--- config.mk ---
export PLATFORM = sky130hd
export DESIGN_NAME = dotq_ctrl
export DESIGN_NICKNAME = d
export VERILOG_FILES = /design/src/rtl/dotq_pkg.sv /design/src/rtl/dotq_ctrl.sv
export SDC_FILE = /design/constraint.sdc
export NUM_CORES = 1
export LEC_CHECK = 0
export BUFFER_PORTS_ARGS = -buffer_cell sky130_fd_sc_hd__buf_4
export CORE_UTILIZATION = 44
export CTS_BUF_LIST = sky130_fd_sc_hd__clkbuf_8 sky130_fd_sc_hd__clkbuf_16
export DETAILED_ROUTE_END_ITERATION = 10
export PLACE_DENSITY = 0.78
export SLEW_MARGIN = 30
export SYNTH_ARGS = -nofsm -noshare
export SYNTH_HDL_FRONTEND = slang
export SYNTH_SLANG_ARGS = --single-unit
--- constraint.sdc ---
create_clock -name clk -period 2.05 [get_ports clk]
set_input_delay 0.1025 -clock clk [delete_from_list [all_inputs] [get_ports clk]]
set_output_delay 0.1025 -clock clk [all_outputs]
set_load 0.05 [all_outputs]
--- src/rtl/dotq_pkg.sv ---
// ----------------------------------------------------------------------------
// dotq_pkg
// Shared types, constants and the helper function of the deadline-ordered
// transmit queue.
// ----------------------------------------------------------------------------
package dotq_pkg;

	localparam int QUEUE_DEPTH = 32;
	localparam int DEDUP_SLOTS = 100;

	localparam int CNT_W = $clog2(QUEUE_DEPTH + 1);
	localparam int IDX_W = (QUEUE_DEPTH > 1) ? $clog2(QUEUE_DEPTH) : 1;
	localparam int RES_W = (DEDUP_SLOTS > 1) ? $clog2(DEDUP_SLOTS) : 1;

	// Residue by reciprocal multiplication: the rounded-up reciprocal keeps the
	// quotient exact for every 12-bit sequence number.
	localparam int RECIP_SH = 24;
	localparam int RECIP_W = RECIP_SH + 1;
	localparam logic [RECIP_W-1:0] RECIP =
		RECIP_W'(((64'd1 << RECIP_SH) + DEDUP_SLOTS - 1) / DEDUP_SLOTS);
	localparam int QUO_W = 12;

	localparam logic [21:0] MAX_BYTES_RST = 22'(2 * 1024 * 1024);

	localparam int CFG_IDX_W = 3;
	localparam logic [CFG_IDX_W-1:0] CFG_MAX_BYTES = 3'd0;
	localparam logic [CFG_IDX_W-1:0] CFG_DISCARD = 3'd1;
	localparam logic [CFG_IDX_W-1:0] CFG_DEDUP = 3'd2;
	localparam logic [CFG_IDX_W-1:0] CFG_RNTI = 3'd3;
	localparam logic [CFG_IDX_W-1:0] CFG_LCID = 3'd4;

	typedef enum logic [1:0] {
		REQ_ENQUEUE = 2'd0,
		REQ_GRANT = 2'd1,
		REQ_TICK = 2'd2
	} req_t;

	typedef enum logic [2:0] {
		KIND_STATUS = 3'd0,
		KIND_SENT = 3'd1,
		KIND_DEADLINE = 3'd2,
		KIND_DUP = 3'd3,
		KIND_REJECT = 3'd4
	} kind_t;

	typedef enum logic [3:0] {
		ST_IDLE,
		ST_DISPATCH,
		ST_ENQ_CHECK,
		ST_ENQ_SCAN,
		ST_ENQ_INSERT,
		ST_REJECT,
		ST_REPORT,
		ST_DL_SCAN,
		ST_DUP_START,
		ST_DUP_CALC,
		ST_DUP_CHECK,
		ST_STATUS,
		ST_GRANT
	} state_t;

	typedef struct packed {
		logic  req_load;
		logic  idx_clr;
		logic  idx_inc;
		logic  pos_clr;
		logic  pos_inc;
		logic  pos_load_cnt;
		logic  insert;
		logic  remove;
		logic  quo_load;
		logic  seen_clr;
		logic  seen_set;
		logic  emit;
		kind_t kind;
		logic  last;
	} cmd_t;

	typedef struct packed {
		logic [1:0] req_type;
		logic       count_zero;
		logic       reject;
		logic       discard_nz;
		logic       dedup_en;
		logic       idx_lt_cnt;
		logic       time_le_ts;
		logic       age_over;
		logic       seen_hit;
		logic       grant_fits;
		logic       out_free;
	} stat_t;

	function automatic logic [31:0] age_of(input logic [31:0] now, input logic [31:0] ts);
		age_of = (now >= ts) ? (now - ts) : 32'd0;
	endfunction

endpackage

--- src/rtl/dotq_ctrl.sv ---
// ----------------------------------------------------------------------------
// dotq_ctrl
// Sequencer that walks one request through insertion or grant, purge,
// duplicate scan and result emission.
// ----------------------------------------------------------------------------
module dotq_ctrl (
	input  logic             clk,
	input  logic             arst_n,
	input  logic             s_tvalid,
	output logic             idle,
	input  dotq_pkg::stat_t  st,
	output dotq_pkg::cmd_t   cmd
);

	dotq_pkg::state_t state_q, state_d;

	always_ff @(posedge clk or negedge arst_n) begin
		if (!arst_n) begin
			state_q <= dotq_pkg::ST_IDLE;
		end else begin
			state_q <= state_d;
		end
	end

	always_comb begin
		state_d = state_q;
		cmd = '0;
		cmd.kind = dotq_pkg::KIND_STATUS;
		idle = 1'b0;
		case (state_q)
			dotq_pkg::ST_IDLE: begin
				idle = 1'b1;
				if (s_tvalid) begin
					cmd.req_load = 1'b1;
					state_d = dotq_pkg::ST_DISPATCH;
				end
			end
			dotq_pkg::ST_DISPATCH: begin
				cmd.idx_clr = 1'b1;
				case (st.req_type)
					dotq_pkg::REQ_ENQUEUE: state_d = dotq_pkg::ST_ENQ_CHECK;
					dotq_pkg::REQ_GRANT: state_d = dotq_pkg::ST_GRANT;
					dotq_pkg::REQ_TICK:
						state_d = st.count_zero ? dotq_pkg::ST_IDLE : dotq_pkg::ST_REPORT;
					default: state_d = dotq_pkg::ST_IDLE;
				endcase
			end
			dotq_pkg::ST_ENQ_CHECK: begin
				if (st.reject) begin
					state_d = dotq_pkg::ST_REJECT;
				end else if (st.discard_nz) begin
					cmd.pos_clr = 1'b1;
					state_d = dotq_pkg::ST_ENQ_SCAN;
				end else begin
					cmd.pos_load_cnt = 1'b1;
					state_d = dotq_pkg::ST_ENQ_INSERT;
				end
			end
			dotq_pkg::ST_ENQ_SCAN: begin
				if (st.idx_lt_cnt) begin
					cmd.idx_inc = 1'b1;
					cmd.pos_inc = st.time_le_ts;
				end else begin
					state_d = dotq_pkg::ST_ENQ_INSERT;
				end
			end
			dotq_pkg::ST_ENQ_INSERT: begin
				cmd.insert = 1'b1;
				state_d = dotq_pkg::ST_REPORT;
			end
			dotq_pkg::ST_REJECT: begin
				if (st.out_free) begin
					cmd.emit = 1'b1;
					cmd.kind = dotq_pkg::KIND_REJECT;
					state_d = dotq_pkg::ST_REPORT;
				end
			end
			dotq_pkg::ST_REPORT: begin
				cmd.seen_clr = 1'b1;
				cmd.idx_clr = 1'b1;
				state_d = st.discard_nz ? dotq_pkg::ST_DL_SCAN : dotq_pkg::ST_DUP_START;
			end
			dotq_pkg::ST_DL_SCAN: begin
				if (!st.idx_lt_cnt) begin
					state_d = dotq_pkg::ST_DUP_START;
				end else if (!st.age_over) begin
					cmd.idx_inc = 1'b1;
				end else if (st.out_free) begin
					cmd.emit = 1'b1;
					cmd.kind = dotq_pkg::KIND_DEADLINE;
					cmd.remove = 1'b1;
				end
			end
			dotq_pkg::ST_DUP_START: begin
				cmd.idx_clr = 1'b1;
				state_d = st.dedup_en ? dotq_pkg::ST_DUP_CALC : dotq_pkg::ST_STATUS;
			end
			dotq_pkg::ST_DUP_CALC: begin
				if (st.idx_lt_cnt) begin
					cmd.quo_load = 1'b1;
					state_d = dotq_pkg::ST_DUP_CHECK;
				end else begin
					state_d = dotq_pkg::ST_STATUS;
				end
			end
			dotq_pkg::ST_DUP_CHECK: begin
				if (!st.seen_hit) begin
					cmd.seen_set = 1'b1;
					cmd.idx_inc = 1'b1;
					state_d = dotq_pkg::ST_DUP_CALC;
				end else if (st.out_free) begin
					cmd.emit = 1'b1;
					cmd.kind = dotq_pkg::KIND_DUP;
					cmd.remove = 1'b1;
					state_d = dotq_pkg::ST_DUP_CALC;
				end
			end
			dotq_pkg::ST_STATUS: begin
				if (st.out_free) begin
					cmd.emit = 1'b1;
					cmd.kind = dotq_pkg::KIND_STATUS;
					cmd.last = 1'b1;
					state_d = dotq_pkg::ST_IDLE;
				end
			end
			dotq_pkg::ST_GRANT: begin
				if (st.count_zero || !st.grant_fits) begin
					state_d = dotq_pkg::ST_IDLE;
				end else if (st.out_free) begin
					cmd.emit = 1'b1;
					cmd.kind = dotq_pkg::KIND_SENT;
					cmd.last = 1'b1;
					cmd.remove = 1'b1;
					state_d = dotq_pkg::ST_IDLE;
				end
			end
			default: state_d = dotq_pkg::ST_IDLE;
		endcase
	end

endmodule

# [Yosys cells after proc, flatten, opt, wreduce, memory -nomap -nowiden]
# Index checks and enable logic that the tools add are counted.
# W data, S select, Z words.
[totals] register_bits=4 inputBits=15 out_inout_bits=17 elab_cells=80
[classes] eq_ne=19 mux=54 n_reduce_logical=6
[op_table] op="$mux W4" n=16
[op_table] op="$pmux W4 S13" n=1
[op_table] op="$mux W1" n=26
[op_table] op="$eq A4 B4 Y1 const B" n=5
[op_table] op="$pmux W4 S5" n=1
[op_table] op="$eq A4 B3 Y1 const B" n=4
[op_table] op="$mux W5" n=3
[op_table] op="$pmux W4 S3" n=1
[op_table] op="$eq A4 B2 Y1 const B" n=2
[op_table] op="$ne A2 B2 Y1 const B" n=4
[op_table] op="$mux W3" n=2
[op_table] op="$pmux W1 S3" n=2
[op_table] op="$reduce_and A5 Y1" n=1
[op_table] op="$eq A4 B1 Y1 const B" n=1
[op_table] op="$logic_not A4 Y1" n=1
[op_table] op="$ne A3 B3 Y1 const B" n=1
[op_table] op="$reduce_or A3 Y1" n=1
[op_table] op="$eq A2 B1 Y1 const B" n=1
[op_table] op="$eq A2 B2 Y1 const B" n=1
[op_table] op="$logic_not A2 Y1" n=1
[op_table] op="$mux W2" n=1
[op_table] op="$pmux W1 S2" n=1
[op_table] op="$logic_not A1 Y1" n=1
[op_table] op="$logic_or A1 B1 Y1" n=1

# [Logic depth before layout (Yosys ltp)]
[depth] depth_word=4 ltp_mapped=6 ltp_nobuf=5

# [Least setup slack after synthesis]
# OpenSTA, ideal clock, no wires.
[synth_timing] path_kind="register to output" start="register state_q[1]" end="output port cmd[15] (netlist name)" arrival_ps=2892 required_time_ps=1947 path_slack_ps=-945 path_stages_with_launch=5 n_path_buf=2 path_cell_list="dfrtp_1 buf_2 buf_2 nor4_1 and2_1"
[synth_rtl] item="start, declared" line_no="dotq_ctrl.sv:15" rtl="dotq_pkg::state_t state_q, state_d;"
[synth_rtl] item="start signal, assigned" line_no="dotq_ctrl.sv:19" rtl="state_q <= dotq_pkg::ST_IDLE;"
[synth_rtl] item="start signal, assigned" line_no="dotq_ctrl.sv:21" rtl="state_q <= state_d;"
[synth_rtl] item="end, declared" line_no="dotq_ctrl.sv:12" rtl="output dotq_pkg::cmd_t cmd"

==> out/results.env <==
FMAX_MHz=524.9
DIEAREA_UM2=1571
TIMING.CRITICAL_PATH.ARRIVAL_NS=1.80
WIRELENGTH_MM=2.207
SLEW_HEADROOM_PCT=74.97
SYN_TO_FINAL_GROWTH_PCT=54.42
CLOCK_LATENCY_NS=0.22
GRT_ANTENNA_BEFORE_REPAIR=0
FILLER_CELL_COUNT=106
VIA_PER_INST=6.511
FINAL-MAX-SLEW-VIOLATION-COUNT=0
TIMING.FINAL.SETUP_VIOLATIONS=0
FINAL_DESIGN_INSTANCE_AREA_WITHOUT_FILL_UM2=962.2
DRC=0
AVGROUTEDWIREPERCELL_UM=16.35
SYNTH_FF_TYPE='dfrtp_1'
TIMING_WORST_SETUP_PATH_TYPE='flop to output port'
CTS_SINKS=4
INITIAL_UTIL_PCT=47.88
FIRST_PASS_GRT_WIRE_LENGTH_MM=3.339
DIE_WIDTH_UM=39.63
MAX_STAGE_DELAY_NS=0.49
MAXIMUM_NUMBER_OF_PINS_ON_ONE_NET_BEFORE_GLOBAL_ROUTE_REPAIR=13
CTSHTREEMAXLEVEL=1
REG2REG_DEPTH=5
TIMING.CRITICAL_PATH.FROM_TYPE='flop'
GLOBALPLACE.CONGESTION=0.9046
COUNT_OF_BOUNDARY_I_O_PINS=32
WORST_CLOCK_SKEW_NS=0.004138
CRITICAL_PATH_PEAK_FANOUT=12
LARGEST_REG_FLOPS=4
CP.REQUIRED_NS=1.95
DRIVE_GT1_SHARE_PCT=43.33
NUM_VIAS=879
CELLLEAKAGEPOWER_nW=0.4512
YS_SEQ_ELEMENTS=4
PATH_CLK_SLEW_NS=0.03
GRTUSAGETOTAL_PCT=32.98
SYNTH_WARNINGS=0
POSTSYNTHCELLCOUNT=87
REG.LARGEST.LIST='state_q x4'
CHIPHEIGHT_UM=39.63
CTS_TREE='done'
YS_TYPES=41
REGISTERS.TOP_BY_FF_COUNT='state_q'
SHARE_OF_FLIP_FLOPS_WITH_AN_ASYNCHRONOUS_SET_OR_RESET_AFTER_SYNTHESIS_PCT=100.0
ANT_NETS=0
REG2REG_FROM='state_q[3]$_DFFE_PN0P_'
CLOCK_TREE.ROOT_CELL='clkbuf_8'
FINALSETUPTNS_NS=0
SYN_AREA_UM2=623.1
SYNTHESIS.NETS=102
RR_ENDPOINT='state_q[2]$_DFFE_PN0P_'
TIGHTESTPINTRANSITION_NS=0.3754
CORE.ROWCOUNT=13
TIMING.FINAL.CRIT_PERIOD_NS=1.905
PERIOD_SHARE_PCT=92.93
GRT-OVFL-TOTAL=0
POWER_mW=1.487
INSERTEDDIODECOUNT=0
FINISH.NET_COUNT=137
CRITICAL_PATH_BUF_INV_COUNT=2
STATUS='finished clean'
DPL_CELL_AREA_UM2=909.6
IRDROPWORSTVDD_mV=0.7406
SYNTH.YOSYS.SEQ_AREA_SHARE_PCT=16.06
REG2REG_SETUP_SLACK_NS=0.32
DETAIL_ROUTE.ITER0.VIOLATIONS=57
SYNTH_ENABLE_FLOP_CELLS=0
CRITICAL-PATH-TOP-DELAY-FAMILY='simple AND/OR/NAND/NOR gates'
AVGSYNTHCELLAREA_UM2=7.162
MAX-CAP-VIOLATIONS=0
HPWLAFTERDP_MM=1.670
FINALHOLDVIOLATIONS=0
SETUP_REPAIR_AFTER_GLOBAL_ROUTING_MISSED_ITS_MARGIN='false'
BUFFER_PORTS.INSERTED=31
POWER.DENSITY_CELL_AREA_nW_PER_UM2=1546
CORE_AREA_UM2=1301
WORST_HOLD_PATH_TYPE='primary input to async pin'
TIMING.CRITICAL_PATH.TO_TYPE='output port'
CTS_MAX_PATH_BUFFERS=2
TRITONCTS.NUM_BUFFERS=3
DETAIL_ROUTE.FIRST_PASS.ITERATIONS=4
CRITICAL_PATH.SLOWEST_CELL='dfrtp_2'
GRT_PASS1_VIAS=716
LIST_OF_CELLS_TRAVERSED_BY_THE_CRITICAL_PATH='inv_1 > nand2_1 > nor4bb_2 > buf_4'
-- worst max-delay path by stage --
stage | startpoint | end | slack (ns) | cells past startpoint
floorplan | state_q[1]$_DFFE_PN0P_ | cmd[15] | -0.31 | 4
global placement | state_q[0]$_DFFE_PN0P_ | state_q[2]$_DFFE_PN0P_ | 0.37 | 5
detailed placement | state_q[0]$_DFFE_PN0P_ | state_q[1]$_DFFE_PN0P_ | 0.32 | 5
CTS | state_q[0]$_DFFE_PN0P_ | cmd[4] | 0.10 | 5
global route | state_q[0]$_DFFE_PN0P_ | cmd[12] | 0.08 | 4
finish | state_q[0]$_DFFE_PN0P_ | cmd[12] | 0.15 | 4
-- layer usage --
layer | GRT usage [%] | vias to the layer above | part of all wire, %
met4 | 12.07 | 0 | 1.3
met3 | 10.80 | 6 | 9.5
met2 | 56.15 | 61 | 51
met1 | 37.54 | 418 | 38
li1 | - | 394 | -
met5 | 0 | - | 0
-- layout by cell type (no fill, tap or decap), types with 2 or more instances in the layout --
master | netlist | routed
nand3_1 | 2 | 2
clkbuf_8 | 0 | 3
nor2_1 | 8 | 8
nor2b_1 | 2 | 2
o21ai_1 | 4 | 4
a21oi_2 | 1 | 2
mux2_4 | 2 | 2
and2_1 | 2 | 2
a21oi_1 | 5 | 4
buf_4 | 0 | 34
inv_1 | 4 | 4
dfrtp_1 | 4 | 3
o21ai_0 | 4 | 4
a31oi_1 | 3 | 3
nand2_1 | 9 | 9
and3_1 | 4 | 4
-- cell usage after synthesis (all sizes together), types with 2 or more instances --
cell type | instances | area [µm²]
nor4 | 3 | 18.77
and3 | 4 | 25.02
nand2 | 9 | 33.78
and2 | 2 | 12.51
nor2 | 8 | 30.03
a21oi | 6 | 33.78
dfrtp | 4 | 100.1
inv | 5 | 18.76
nor3 | 2 | 15.01
o21ai | 10 | 65.07
nor2b | 3 | 26.27
buf | 5 | 25.02
nand3 | 2 | 10.01
a31oi | 3 | 18.77
mux2 | 2 | 30.03
-- stage by stage --
| stage | hold slack [ns] | worst slack [ns] | instances | util, % |
|---|---|---|---|---|
| floorplan | -0.1931 | -0.3062 | 87 | - |
| global placement | -0.09990 | 0.3732 | 131 | 69.90 |
| detailed placement | -0.09721 | 0.3214 | 131 | 69.90 |
| CTS | 0.2402 | 0.1009 | 135 | 73.85 |
| global route | 0.2385 | 0.07944 | 135 | 73.94 |
| finish | 0.2338 | 0.1450 | 135 | 73.94 |
-- cells by family after synthesis --
group / share of synthesized area (%)
buf+inv: 7.026
xor+xnor: 1.406
mux: 6.426
compound gates: 32.33
simple gates: 36.75
flops: 16.06
-- worst reg2reg max path, delay by kind of cell (launching register included) --
family,cells,cell delay (ns)
AO/OA/AOI/OAI,2,0.26
flip-flops,1,0.46
multiplexers,1,0.32
AND/OR/NAND/NOR,2,0.55
-- cell type report --
cell class | count | area, µm² | share of cell area, %
Multi-Input combinational cell | 73 | 516.7 | 53.71
Timing Repair Buffer | 35 | 265.3 | 27.57
Sequential cell | 4 | 101.3 | 10.53
Clock buffer | 3 | 41.29 | 4.291
Inverter | 5 | 18.77 | 1.951
Tap cell | 15 | 18.77 | 1.951
-- where the power goes --
part | switching (mW) | internal (mW) | total (mW) | leakage (nW)
Sequential | 0.102 | 0.120 | 0.221 | 0.0483
Clock | 0.0466 | 0.126 | 0.172 | 0.0216
Combinational | 0.682 | 0.412 | 1.09 | 0.381
Total | 0.830 | 0.657 | 1.49 | 0.451
-- what timing repair did --
action	CTS	global route
hold buffers	1	0
endpoints found under the setup margin	0	2
resized for setup	0	1
hold endpoints to repair	4	0
buffers inserted	0	0
Power figures use the tool's default switching activity.
